--- src/sv/kdq_pkg.sv ---
// Shared constants, codes and types of the key deque.
// No dependencies; used by every module of the block.
package kdq_pkg;

   localparam int DEPTH     = 16;
   localparam int KEY_CHARS = 9;
   localparam int KEY_BITS  = KEY_CHARS * 5;

   // Fixed port widths
   localparam int KEY_W     = 45;
   localparam int MODE_W    = 3;
   localparam int INDEX_W   = 4;
   localparam int CNT_OUT_W = 5;
   localparam int STATUS_W  = 2;

   // Derived internal widths
   localparam int IDX_W = (DEPTH > 1) ? $clog2(DEPTH) : 1;
   localparam int CNT_W = $clog2(DEPTH + 1);
   localparam int CMP_W = (CNT_W > INDEX_W) ? CNT_W : INDEX_W;

   // Command queue between front and back
   localparam int Q_DEPTH = 2;
   localparam int Q_PTR_W = $clog2(Q_DEPTH);
   localparam int Q_CNT_W = $clog2(Q_DEPTH + 1);

   // Request mode codes
   localparam logic [MODE_W-1:0] MODE_PUSH_BACK  = MODE_W'(0);
   localparam logic [MODE_W-1:0] MODE_PUSH_FRONT = MODE_W'(1);
   localparam logic [MODE_W-1:0] MODE_POP_BACK   = MODE_W'(2);
   localparam logic [MODE_W-1:0] MODE_POP_FRONT  = MODE_W'(3);
   localparam logic [MODE_W-1:0] MODE_DELETE     = MODE_W'(4);
   localparam logic [MODE_W-1:0] MODE_READ       = MODE_W'(5);

   typedef enum logic [2:0] {
      OP_PUSH_BACK,
      OP_PUSH_FRONT,
      OP_POP_BACK,
      OP_POP_FRONT,
      OP_DELETE,
      OP_READ,
      OP_NOP
   } op_type;

   typedef enum logic [STATUS_W-1:0] {
      ST_OK    = 2'd0,
      ST_FULL  = 2'd1,
      ST_EMPTY = 2'd2,
      ST_RANGE = 2'd3
   } status_type;

   typedef enum logic {
      BK_IDLE,
      BK_SCAN
   } back_state_type;

   typedef struct packed {
      op_type               op;
      logic [KEY_BITS-1:0]  key;
      logic [INDEX_W-1:0]   index;
   } cmd_type;

endpackage

--- src/sv/kdq_front.sv ---
// Front end: classify an incoming request into a decoded command.
// Depends on kdq_pkg.
module kdq_front (
   input  logic                          req_valid,
   output logic                          req_ready,
   input  logic [kdq_pkg::MODE_W-1:0]    req_mode,
   input  logic [kdq_pkg::KEY_W-1:0]     req_key,
   input  logic [kdq_pkg::INDEX_W-1:0]   req_index,
   output logic                          cmd_valid,
   input  logic                          cmd_ready,
   output kdq_pkg::cmd_type              cmd
);

   kdq_pkg::op_type op;

   // decode mode; unused codes become a no-op
   always_comb begin
      unique case (req_mode)
         kdq_pkg::MODE_PUSH_BACK:  op = kdq_pkg::OP_PUSH_BACK;
         kdq_pkg::MODE_PUSH_FRONT: op = kdq_pkg::OP_PUSH_FRONT;
         kdq_pkg::MODE_POP_BACK:   op = kdq_pkg::OP_POP_BACK;
         kdq_pkg::MODE_POP_FRONT:  op = kdq_pkg::OP_POP_FRONT;
         kdq_pkg::MODE_DELETE:     op = kdq_pkg::OP_DELETE;
         kdq_pkg::MODE_READ:       op = kdq_pkg::OP_READ;
         default:                  op = kdq_pkg::OP_NOP;
      endcase
   end

   assign cmd.op    = op;
   assign cmd.key   = kdq_pkg::KEY_BITS'(req_key);
   assign cmd.index = req_index;

   assign cmd_valid = req_valid;
   assign req_ready = cmd_ready;

endmodule

--- src/sv/kdq_cmd_q.sv ---
// Short command queue that decouples the front end from the back end.
// Depends on kdq_pkg.
module kdq_cmd_q (
   input  logic              clock,
   input  logic              reset,
   input  logic              push_valid,
   output logic              push_ready,
   input  kdq_pkg::cmd_type  push_data,
   output logic              pop_valid,
   input  logic              pop_ready,
   output kdq_pkg::cmd_type  pop_data
);

   kdq_pkg::cmd_type               mem_ff [kdq_pkg::Q_DEPTH];
   logic [kdq_pkg::Q_PTR_W-1:0]    wr_ptr_ff, wr_ptr_in;
   logic [kdq_pkg::Q_PTR_W-1:0]    rd_ptr_ff, rd_ptr_in;
   logic [kdq_pkg::Q_CNT_W-1:0]    cnt_ff, cnt_in;
   logic                           do_push, do_pop;

   assign push_ready = (cnt_ff != kdq_pkg::Q_CNT_W'(kdq_pkg::Q_DEPTH));
   assign pop_valid  = (cnt_ff != '0);
   assign pop_data   = mem_ff[rd_ptr_ff];
   assign do_push    = push_valid && push_ready;
   assign do_pop     = pop_valid && pop_ready;

   always_comb begin
      wr_ptr_in = wr_ptr_ff;
      rd_ptr_in = rd_ptr_ff;
      if (do_push) begin
         wr_ptr_in = (wr_ptr_ff == kdq_pkg::Q_PTR_W'(kdq_pkg::Q_DEPTH - 1)) ?
                     '0 : wr_ptr_ff + kdq_pkg::Q_PTR_W'(1);
      end
      if (do_pop) begin
         rd_ptr_in = (rd_ptr_ff == kdq_pkg::Q_PTR_W'(kdq_pkg::Q_DEPTH - 1)) ?
                     '0 : rd_ptr_ff + kdq_pkg::Q_PTR_W'(1);
      end
      unique case ({do_push, do_pop})
         2'b10:   cnt_in = cnt_ff + kdq_pkg::Q_CNT_W'(1);
         2'b01:   cnt_in = cnt_ff - kdq_pkg::Q_CNT_W'(1);
         default: cnt_in = cnt_ff;
      endcase
   end

   always_ff @(posedge clock) begin
      if (reset) begin
         wr_ptr_ff <= '0;
         rd_ptr_ff <= '0;
         cnt_ff    <= '0;
      end else begin
         wr_ptr_ff <= wr_ptr_in;
         rd_ptr_ff <= rd_ptr_in;
         cnt_ff    <= cnt_in;
      end
   end

   // payload slots: no reset
   always_ff @(posedge clock) begin
      if (do_push) begin
         mem_ff[wr_ptr_ff] <= push_data;
      end
   end

endmodule

--- src/sv/kdq_back.sv ---
// Back end: entry store, command execution, delete-all scan, result register.
// Depends on kdq_pkg.
module kdq_back (
   input  logic                            clock,
   input  logic                            reset,
   input  logic                            cmd_valid,
   output logic                            cmd_ready,
   input  kdq_pkg::cmd_type                cmd,
   output logic                            rsp_valid,
   input  logic                            rsp_ready,
   output logic [kdq_pkg::CNT_OUT_W-1:0]   rsp_size_after,
   output logic [kdq_pkg::CNT_OUT_W-1:0]   rsp_removed_count,
   output logic [kdq_pkg::KEY_W-1:0]       rsp_entry_read,
   output logic [kdq_pkg::STATUS_W-1:0]    rsp_status
);

   kdq_pkg::back_state_type              state_ff, state_in;
   logic [kdq_pkg::KEY_BITS-1:0]         store_ff [kdq_pkg::DEPTH];
   logic [kdq_pkg::KEY_BITS-1:0]         store_in [kdq_pkg::DEPTH];
   logic [kdq_pkg::CNT_W-1:0]            count_ff, count_in;
   logic [kdq_pkg::CNT_W-1:0]            pos_ff, pos_in;
   logic [kdq_pkg::CNT_W-1:0]            removed_ff, removed_in;
   logic [kdq_pkg::KEY_BITS-1:0]         match_key_ff, match_key_in;

   logic                                 rsp_valid_ff, rsp_valid_in;
   logic [kdq_pkg::CNT_W-1:0]            rsp_size_ff, rsp_size_in;
   logic [kdq_pkg::CNT_W-1:0]            rsp_rem_ff, rsp_rem_in;
   logic [kdq_pkg::KEY_BITS-1:0]         rsp_rd_ff, rsp_rd_in;
   kdq_pkg::status_type                  rsp_st_ff, rsp_st_in;

   logic                                 out_free, fire, load_rsp;
   logic                                 is_full, is_empty, range_bad, scan_done, hit;
   logic                                 shift_up, shift_down, write_tail;
   logic [kdq_pkg::CNT_W-1:0]            shift_from;
   logic [kdq_pkg::IDX_W-1:0]            rd_addr;
   logic [kdq_pkg::KEY_BITS-1:0]         rd_data;

   assign out_free  = !rsp_valid_ff || rsp_ready;
   assign cmd_ready = (state_ff == kdq_pkg::BK_IDLE) && out_free;
   assign fire      = cmd_valid && cmd_ready;

   assign is_full   = (count_ff == kdq_pkg::CNT_W'(kdq_pkg::DEPTH));
   assign is_empty  = (count_ff == '0);
   assign range_bad = (kdq_pkg::CMP_W'(cmd.index) >= kdq_pkg::CMP_W'(count_ff));
   assign scan_done = (pos_ff == count_ff);

   // single read port: scan position while deleting, request index otherwise
   assign rd_addr = (state_ff == kdq_pkg::BK_SCAN) ? pos_ff[kdq_pkg::IDX_W-1:0] :
                    kdq_pkg::IDX_W'(cmd.index);
   assign rd_data = store_ff[rd_addr];
   assign hit     = (rd_data == match_key_ff);

   // next state
   always_comb begin
      state_in = state_ff;
      unique case (state_ff)
         kdq_pkg::BK_IDLE: begin
            if (fire && cmd.op == kdq_pkg::OP_DELETE) begin
               state_in = kdq_pkg::BK_SCAN;
            end
         end
         kdq_pkg::BK_SCAN: begin
            if (scan_done && out_free) begin
               state_in = kdq_pkg::BK_IDLE;
            end
         end
      endcase
   end

   // execution and result selection
   always_comb begin
      count_in     = count_ff;
      pos_in       = pos_ff;
      removed_in   = removed_ff;
      match_key_in = match_key_ff;
      shift_up     = 1'b0;
      shift_down   = 1'b0;
      shift_from   = '0;
      write_tail   = 1'b0;
      load_rsp     = 1'b0;
      rsp_size_in  = count_ff;
      rsp_rem_in   = '0;
      rsp_rd_in    = '0;
      rsp_st_in    = kdq_pkg::ST_OK;
      unique case (state_ff)
         kdq_pkg::BK_IDLE: begin
            if (fire) begin
               unique case (cmd.op)
                  kdq_pkg::OP_PUSH_BACK: begin
                     load_rsp = 1'b1;
                     if (is_full) begin
                        rsp_st_in = kdq_pkg::ST_FULL;
                     end else begin
                        write_tail  = 1'b1;
                        count_in    = count_ff + kdq_pkg::CNT_W'(1);
                        rsp_size_in = count_in;
                     end
                  end
                  kdq_pkg::OP_PUSH_FRONT: begin
                     load_rsp = 1'b1;
                     if (is_full) begin
                        rsp_st_in = kdq_pkg::ST_FULL;
                     end else begin
                        shift_up    = 1'b1;
                        count_in    = count_ff + kdq_pkg::CNT_W'(1);
                        rsp_size_in = count_in;
                     end
                  end
                  kdq_pkg::OP_POP_BACK: begin
                     load_rsp = 1'b1;
                     if (is_empty) begin
                        rsp_st_in = kdq_pkg::ST_EMPTY;
                     end else begin
                        count_in    = count_ff - kdq_pkg::CNT_W'(1);
                        rsp_size_in = count_in;
                        rsp_rem_in  = kdq_pkg::CNT_W'(1);
                     end
                  end
                  kdq_pkg::OP_POP_FRONT: begin
                     load_rsp = 1'b1;
                     if (is_empty) begin
                        rsp_st_in = kdq_pkg::ST_EMPTY;
                     end else begin
                        shift_down  = 1'b1;
                        count_in    = count_ff - kdq_pkg::CNT_W'(1);
                        rsp_size_in = count_in;
                        rsp_rem_in  = kdq_pkg::CNT_W'(1);
                     end
                  end
                  kdq_pkg::OP_DELETE: begin
                     pos_in       = '0;
                     removed_in   = '0;
                     match_key_in = cmd.key;
                  end
                  kdq_pkg::OP_READ: begin
                     load_rsp = 1'b1;
                     if (range_bad) begin
                        rsp_st_in = kdq_pkg::ST_RANGE;
                     end else begin
                        rsp_rd_in = rd_data;
                     end
                  end
                  kdq_pkg::OP_NOP: begin
                     load_rsp = 1'b1;
                  end
                  default: begin
                     load_rsp = 1'b1;
                  end
               endcase
            end
         end
         kdq_pkg::BK_SCAN: begin
            if (scan_done) begin
               load_rsp   = out_free;
               rsp_rem_in = removed_ff;
            end else if (hit) begin
               // drop the matching entry, close the gap, stay at this position
               shift_down = 1'b1;
               shift_from = pos_ff;
               count_in   = count_ff - kdq_pkg::CNT_W'(1);
               removed_in = removed_ff + kdq_pkg::CNT_W'(1);
            end else begin
               pos_in = pos_ff + kdq_pkg::CNT_W'(1);
            end
         end
      endcase
   end

   // store update: fixed-neighbor shifts plus tail write
   always_comb begin
      for (int i = 0; i < kdq_pkg::DEPTH; i++) begin
         store_in[i] = store_ff[i];
      end
      if (shift_up) begin
         store_in[0] = cmd.key;
         for (int i = 1; i < kdq_pkg::DEPTH; i++) begin
            store_in[i] = store_ff[i-1];
         end
      end
      if (shift_down) begin
         for (int i = 0; i < kdq_pkg::DEPTH - 1; i++) begin
            if (kdq_pkg::CNT_W'(i) >= shift_from) begin
               store_in[i] = store_ff[i+1];
            end
         end
      end
      if (write_tail) begin
         for (int i = 0; i < kdq_pkg::DEPTH; i++) begin
            if (kdq_pkg::CNT_W'(i) == count_ff) begin
               store_in[i] = cmd.key;
            end
         end
      end
   end

   always_comb begin
      rsp_valid_in = rsp_valid_ff;
      if (load_rsp) begin
         rsp_valid_in = 1'b1;
      end else if (rsp_ready) begin
         rsp_valid_in = 1'b0;
      end
   end

   always_ff @(posedge clock) begin
      if (reset) begin
         state_ff     <= kdq_pkg::BK_IDLE;
         count_ff     <= '0;
         pos_ff       <= '0;
         removed_ff   <= '0;
         rsp_valid_ff <= 1'b0;
      end else begin
         state_ff     <= state_in;
         count_ff     <= count_in;
         pos_ff       <= pos_in;
         removed_ff   <= removed_in;
         rsp_valid_ff <= rsp_valid_in;
      end
   end

   // payload: no reset
   always_ff @(posedge clock) begin
      for (int i = 0; i < kdq_pkg::DEPTH; i++) begin
         store_ff[i] <= store_in[i];
      end
      match_key_ff <= match_key_in;
      if (load_rsp) begin
         rsp_size_ff <= rsp_size_in;
         rsp_rem_ff  <= rsp_rem_in;
         rsp_rd_ff   <= rsp_rd_in;
         rsp_st_ff   <= rsp_st_in;
      end
   end

   assign rsp_valid         = rsp_valid_ff;
   assign rsp_size_after    = kdq_pkg::CNT_OUT_W'(rsp_size_ff);
   assign rsp_removed_count = kdq_pkg::CNT_OUT_W'(rsp_rem_ff);
   assign rsp_entry_read    = kdq_pkg::KEY_W'(rsp_rd_ff);
   assign rsp_status        = rsp_st_ff;

endmodule

--- src/sv/key_deque_with_delete_all.sv ---
// Key deque with delete-all: an ordered list of packed keys.
// Request channel (req_*): valid/ready; one transfer carries mode, key and index.
// Result channel (rsp_*): valid/ready; exactly one result transfer per request,
// in request order, with size after, removed count, entry read and status.
// A request passes through the command queue and then the back end before its
// result is registered. Push, pop, read and unused modes sustain one request
// per cycle while rsp_ready stays high and no delete-all is in progress.
// Delete-all examines one entry per cycle in the back end and holds the back end
// until it has checked every entry of the list.
// Reset clears the list size, the command queue and the result valid flag; the
// entry store itself is not cleared and is only read below the size.
// When the receiver stalls, the result holds in the output register while the
// two-entry command queue keeps taking requests; once that fills, req_ready
// drops until the back end drains it.
// Depends on kdq_pkg, kdq_front, kdq_cmd_q and kdq_back.
module key_deque_with_delete_all (
   input  logic                            clock,
   input  logic                            reset,
   input  logic                            req_valid,
   output logic                            req_ready,
   input  logic [kdq_pkg::MODE_W-1:0]      req_mode,
   input  logic [kdq_pkg::KEY_W-1:0]       req_key,
   input  logic [kdq_pkg::INDEX_W-1:0]     req_index,
   output logic                            rsp_valid,
   input  logic                            rsp_ready,
   output logic [kdq_pkg::CNT_OUT_W-1:0]   rsp_size_after,
   output logic [kdq_pkg::CNT_OUT_W-1:0]   rsp_removed_count,
   output logic [kdq_pkg::KEY_W-1:0]       rsp_entry_read,
   output logic [kdq_pkg::STATUS_W-1:0]    rsp_status
);

   // front end to queue
   logic              fq_valid, fq_ready;
   kdq_pkg::cmd_type  fq_cmd;
   // queue to back end
   logic              qb_valid, qb_ready;
   kdq_pkg::cmd_type  qb_cmd;

   // Classify the request: map mode onto an operation, pass the key through.
   kdq_front u_front (
      .req_valid (req_valid),
      .req_ready (req_ready),
      .req_mode  (req_mode),
      .req_key   (req_key),
      .req_index (req_index),
      .cmd_valid (fq_valid),
      .cmd_ready (fq_ready),
      .cmd       (fq_cmd)
   );

   // Hold decoded commands while the back end is busy scanning or stalled.
   kdq_cmd_q u_cmd_q (
      .clock      (clock),
      .reset      (reset),
      .push_valid (fq_valid),
      .push_ready (fq_ready),
      .push_data  (fq_cmd),
      .pop_valid  (qb_valid),
      .pop_ready  (qb_ready),
      .pop_data   (qb_cmd)
   );

   // Execute against the entry store and drive the result register.
   kdq_back u_back (
      .clock             (clock),
      .reset             (reset),
      .cmd_valid         (qb_valid),
      .cmd_ready         (qb_ready),
      .cmd               (qb_cmd),
      .rsp_valid         (rsp_valid),
      .rsp_ready         (rsp_ready),
      .rsp_size_after    (rsp_size_after),
      .rsp_removed_count (rsp_removed_count),
      .rsp_entry_read    (rsp_entry_read),
      .rsp_status        (rsp_status)
   );

endmodule

--- config.mk ---
export PLATFORM = sky130hd
export DESIGN_NAME = key_deque_with_delete_all
export DESIGN_NICKNAME = d
export VERILOG_FILES = /design/src/sv/kdq_pkg.sv /design/src/sv/kdq_front.sv /design/src/sv/kdq_cmd_q.sv /design/src/sv/kdq_back.sv /design/src/sv/key_deque_with_delete_all.sv
export SDC_FILE = /design/constraint.sdc
export NUM_CORES = 2
export LEC_CHECK = 0
export ABC_AREA = 1
export BUFFER_PORTS_ARGS = -buffer_cell sky130_fd_sc_hd__buf_2
export CAP_MARGIN = 20
export CORE_MARGIN = 8
export CORE_UTILIZATION = 38
export CTS_CLUSTER_SIZE = 14
export DETAILED_ROUTE_END_ITERATION = 10
export PLACE_DENSITY = 0.5
export SKIP_CTS_REPAIR_TIMING = 1
export SYNTH_ARGS = -nofsm -noshare
export SYNTH_HDL_FRONTEND = slang
export SYNTH_SLANG_ARGS = --single-unit
--- constraint.sdc ---
create_clock -name clock -period 5.3 [get_ports clock]
set_clock_uncertainty 0.1 [all_clocks]
set_input_delay 0.795 -clock clock [delete_from_list [all_inputs] [get_ports clock]]
set_output_delay 0.795 -clock clock [all_outputs]
set_load 0.05 [all_outputs]
# Word-level counts from Yosys, hierarchy flattened
# Memory sizes are Yosys's and may differ from the RTL's. A register that Yosys moved wholly into a read port is not among the register bits.
# Index checks and enable logic that the tools add are counted.
# word_totals
reg_bits	123
ramBits	824
input_bits	56
output_inout_bits	59
elab_cells	192
n_memories	2
# memory_table
memory	words	width	read_ports	rd_clocked_by_memory_dff	wr	line	rtl
u_back.store_ff	16	45	17	0	16	kdq_back.sv:18	logic [kdq_pkg::KEY_BITS-1:0] store_ff [kdq_pkg::DEPTH];
u_cmd_q.mem_ff	2	52	1	1	1	kdq_cmd_q.sv:14	kdq_pkg::cmd_type mem_ff [kdq_pkg::Q_DEPTH];
# op_classes
add_sub_neg	8
order_cmp	16
eq_ne	36
muxes	93
bitwise	3
n_reduce_logical	21
# op_table
cell	n
720-bit 2-to-1 mux	2
45-bit 2-to-1 mux	31
675-bit 2-to-1 mux	1
5-bit 2-to-1 mux	18
5-bit one-hot mux with 2 select lines	5
45-bit == test	1
4-bit by 5-bit == test with 1-bit output (first input constant)	8
4-bit by 5-bit >= comparator with 1-bit output (first input constant)	7
1-bit 2-to-1 mux	27
3-bit by 5-bit == test with 1-bit output (first input constant)	4
3-bit by 5-bit >= comparator with 1-bit output (first input constant)	4
3-bit one-hot mux with 6 select lines	1
5-bit by 1-bit adder with 5-bit output (second input constant)	3
3-bit by 2-bit == test with 1-bit output (second input constant)	4
3-bit == test (second input constant)	4
2-bit by 5-bit == test with 1-bit output (first input constant)	2
1-bit by 5-bit >= comparator with 1-bit output (first input constant)	2
2-bit by 5-bit >= comparator with 1-bit output (first input constant)	2
2-bit inequality test (second input constant)	5
4-bit AND reduction	2
3-bit by 1-bit == test with 1-bit output (second input constant)	2
3-bit zero test	2
1-bit one-hot mux with 2 select lines	3
2-bit one-hot mux with 3 select lines	1
24 further kinds	36

# Logic depth before layout (Yosys ltp)
# logic_depth
ltp_word	11
ltp_mapped	32
ltp_nobuf	27

# Modules after synthesis
# A second synthesis with hierarchy kept.
# unflattened
cells_unflattened	8849
area_unflattened_um2	56151.4
# by_module_without_submodules
mod	n_inst	cells_per_inst	area_each_um2	seq_area_each_um2
kdq_back	1	8594	51499.4	17817.1
kdq_cmd_q	1	200	4249.1	3223.1
kdq_front	1	55	402.9	0.0

# Worst setup path after synthesis
# Ideal clock, no wire load.
# synth_timing
kind	register to register
start	reg u_back.count_ff[2] (netlist bit)
end	reg u_back.rsp_rd_ff, in the netlist u_back.rsp_entry_read[0] (enable)
setup_ns	0.493
arrival_time_ns	4.289
required_time_ns	4.707
path_slack_ns	0.417
path_stages_with_launch	9
path_buffers	2
synth_period_minus_slack_ns	4.883
cell_sequence	dfxtp_1 -> clkbuf_1 -> inv_1 -> nand2_1 -> a21oi_1 -> and3_1 -> clkbuf_1 -> o21ai_0 -> o22ai_1
# synth_via
elab_chain_len	3
# synth_lines
item	line	rtl
from (decl)	kdq_back.sv:20	logic [kdq_pkg::CNT_W-1:0] count_ff, count_in;
from (signal assigned)	kdq_back.sv:214	count_ff <= count_in;
5-bit == test	kdq_back.sv:45	assign scan_done = (pos_ff == count_ff);
1-bit 2-to-1 mux	kdq_back.sv:153	if (scan_done) begin
1-bit one-hot mux with 2 select lines	kdq_back.sv:85	unique case (state_ff)
net u_back.load_rsp	kdq_back.sv:31	logic out_free, fire, load_rsp;
to (signal assigned)	kdq_back.sv:230	rsp_rd_ff <= rsp_rd_in;
to (decl)	kdq_back.sv:28	logic [kdq_pkg::KEY_BITS-1:0] rsp_rd_ff, rsp_rd_in;
# The timed path passes the listed nets, and every way through them passes these cells.
# A chain may end at the register's enable or synchronous reset.

==> reports/results.ini <==
[power_and_ir_drop]
powerDensity_nw_per_um2=715.0
irDropWorstVdd_v=0.0003663
total_power_uw=46310
p_leak_uw=0.03014

[worst_setup_path]
required_ns=5.80
regToRegEndpoint=u_back.store_ff[11][12]
r2r_cells=25
worst_path_largest_cell_delay_ns=0.42
cp_slowest_cell=o211ai_1
r2r-start=u_back.state_ff
cp-end-kind=flip-flop
arrival_ns=5.69
reg2reg_slack_ns=0.10
path_max_fanout=31
crit_type=reg -> reg
setup.worst_path.start_class=flip-flop
critPathMostFrequentCell=nand2_1

[clocking]
cts_tree=done
cts_sinks=948
worst_skew_pair.late_latency_ns=0.76
path_clk_slew_ns=0.06
clock_path_buffers=3
numCtsBuffers=116
cts_root_buf=clkbuf_16
htree_levels=3

[synthesis]
syn_area_um2=56070
synth_top_cell_area_share_pct=26.49
ys_ff_latch=948
synthTopCellsByArea=dfxtp_1, nand2_1, nand3_1, edfxtp_1, o21ai_0
syn_area_per_cell_um2=6.336
synth_nets=8918
synth-edff-count=206
yosys-top-cells-count=nand2_1, nand3_1, o21ai_0, dfxtp_1, inv_1
synthFlopType=dfxtp_1
synthCells=8849
yosysWarningCount=0
synth_top_area_cell=dfxtp_1
async_flop_share_pct=0
ys_seq_area_share_pct=37.52
ys_types=44
yosysMostFrequentCell=nand2_1

[flow_run]
max-cap-violations=0

[layout]
area_growth_pct=15.51
nets=8814
regArea_um2=21050
fin_area_um2=64770
drive_gt1_share_pct=9.090
multi_input_area_um2=29880
fill_cells=15460

[placed_design]
place.gp.congestion=0.9376
post_dp_cell_area_um2=60450
port_buffers=114
place_hpwl_mm=169.6

[timing]
holdWs_ns=0.1376
hold_violations=0
period_needed_ns=5.198
drv_slew=0
timing.fmax_mhz=192.4
worst_pin_slew_ns=1.108
relSlewSlack_pct=26.11
period_share_pct=98.08
finalSetupViolCount=0

[detailed_routing]
avgRoutedWirePerCell_um=23.34
drt_wl_total_mm=251.6
antenna_left=0
dr_total_vias=60750
drt_iter0_markers=8335
firstDrtPassIters=9
drc=0
vias_per_cell=5.636

[min_path]
holdCritStartpoint=req_key[26]
holdPathEnd=u_cmd_q.mem_ff[0][30]
min_path_cells=1
worst_hold_path_type=in -> reg

[floorplanning]
initial_core_util_pct=38.11
num_rows=141
core_area_um2=147100
die_h_um=400.1
die_area_um2=160100
num_io_pins=115
die_w_um=400.1

[grt]
antenna_found_initial=6
gr-usage-all-layers_pct=30.03
overflow=0
grt_pass1_vias=53780
grt_max_degree=151
grt_pass1_wl_mm=367.6

[run_status]
outcome=complete, no violations

## area by class of cell
class                   count  share of cell area, %
well taps                1930                  3.729
inverters                 692                  4.036
multi-input cells        6515                  46.14
diodes                      4                0.01546
repair buffers            472                  7.318
clock inverters            68                  1.269
clock buffers             150                  5.000
flip-flops and latches    948                  32.49
## cells by family (layout without fill, tap and decap cells)
| family | after synthesis | after routing | synth area share (%) |
|---|---|---|---|
| flip-flops | 948 | 948 | 37.52 |
| other | 0 | 4 | 0 |
| adder cells (fa/ha/maj) | 13 | 13 | 0.2901 |
| XOR/XNOR | 10 | 10 | 0.1562 |
| AO/OA/AOI/OAI | 1417 | 1417 | 13.19 |
| AND/OR/NAND/NOR | 5018 | 5019 | 38.02 |
| multiplexers | 56 | 56 | 0.9997 |
| buffers and inverters | 1387 | 1382 | 9.823 |
## power breakdown
group          leakage (uW)  internal [uW]  switching (uW)
sequential          0.00817          10800            2590
clock               0.00202           5210            3490
combinational        0.0199           7630           16600
total                0.0301          23700           22600
## metrics by stage
stage          worst slack [ns]  utilization (%)  std cells  setup TNS (ns)
2_1_floorplan            0.4175                -       8849               0
3_3_place_gp            0.02285            41.06      10550               0
3_5_place_dp           -0.02793            41.08      10550         -0.3735
4_1_cts                -0.05407            43.84      10770         -0.6535
5_1_grt                -0.01026            44.01      10780        -0.02016
6_report                 0.1017            44.02      10780               0
## worst max-delay path by stage
stage                            start                       end  slack [ns]  cells past startpoint
detailed placement           flip-flop     u_back.store_ff[9][5]       -0.03                     29
global route                 flip-flop   u_back.store_ff[11][12]       -0.01                     28
CTS                          flip-flop    u_back.store_ff[9][29]       -0.05                     29
finish                 u_back.state_ff   u_back.store_ff[11][12]        0.10                     25
floorplan           u_back.count_ff[2]  u_back.rsp_entry_read[0]        0.42                      8
global placement             flip-flop     u_back.store_ff[9][4]        0.02                     29
## cell usage in the layout (no fill, tap or decap), types with 49 or more instances in the layout
| cell | n |
|---|---|
| mux2i_1 | 56 |
| o211ai_1 | 94 |
| buf_12 | 105 |
| nand3_1 | 1581 |
| clkbuf_16 | 125 |
| nand2_1 | 2967 |
| buf_2 | 114 |
| dfxtp_1 | 740 |
| o21ai_0 | 1051 |
| or2_2 | 49 |
| inv_1 | 659 |
| nand4_1 | 55 |
| o21ai_1 | 186 |
| buf_4 | 241 |
| nor2_1 | 277 |
| edfxtp_1 | 206 |
## sequential cells by signal (all words and copies together), names as in the netlist, named ones only
name and cells:
u_back.rsp_valid 1, u_back.state_ff 1, u_back.removed_ff 5, u_back.count_ff 5, u_cmd_q.cnt_ff 2, u_cmd_q.mem_ff 104
u_back.pos_ff 5, u_back.store_ff 720, u_back.rsp_removed_count 5, u_back.rsp_status 2, u_back.match_key_ff 45, u_cmd_q.rd_ptr_ff 1
u_cmd_q.wr_ptr_ff 1, u_back.rsp_entry_read 45, u_back.rsp_size_after 5
## critical path: cells and delay by family, from the launching register on
family	cells	cell delay, ns
compound gates	3	0.60
buf+inv	8	1.70
flops	1	0.41
simple gates	14	2.14
## routing by layer
metal / part of all wire (%) / wire [um] / up-vias / track usage (%)
met5: 0.0032 / 8 / - / 0
met4: 2.4 / 6057 / 2 / 8.050
met3: 11 / 27190 / 347 / 5.456
met2: 40 / 101700 / 3305 / 42.71
met1: 46 / 116600 / 28290 / 45.98
li1: - / - / 28800 / -
Power figures use the tool's default switching activity.
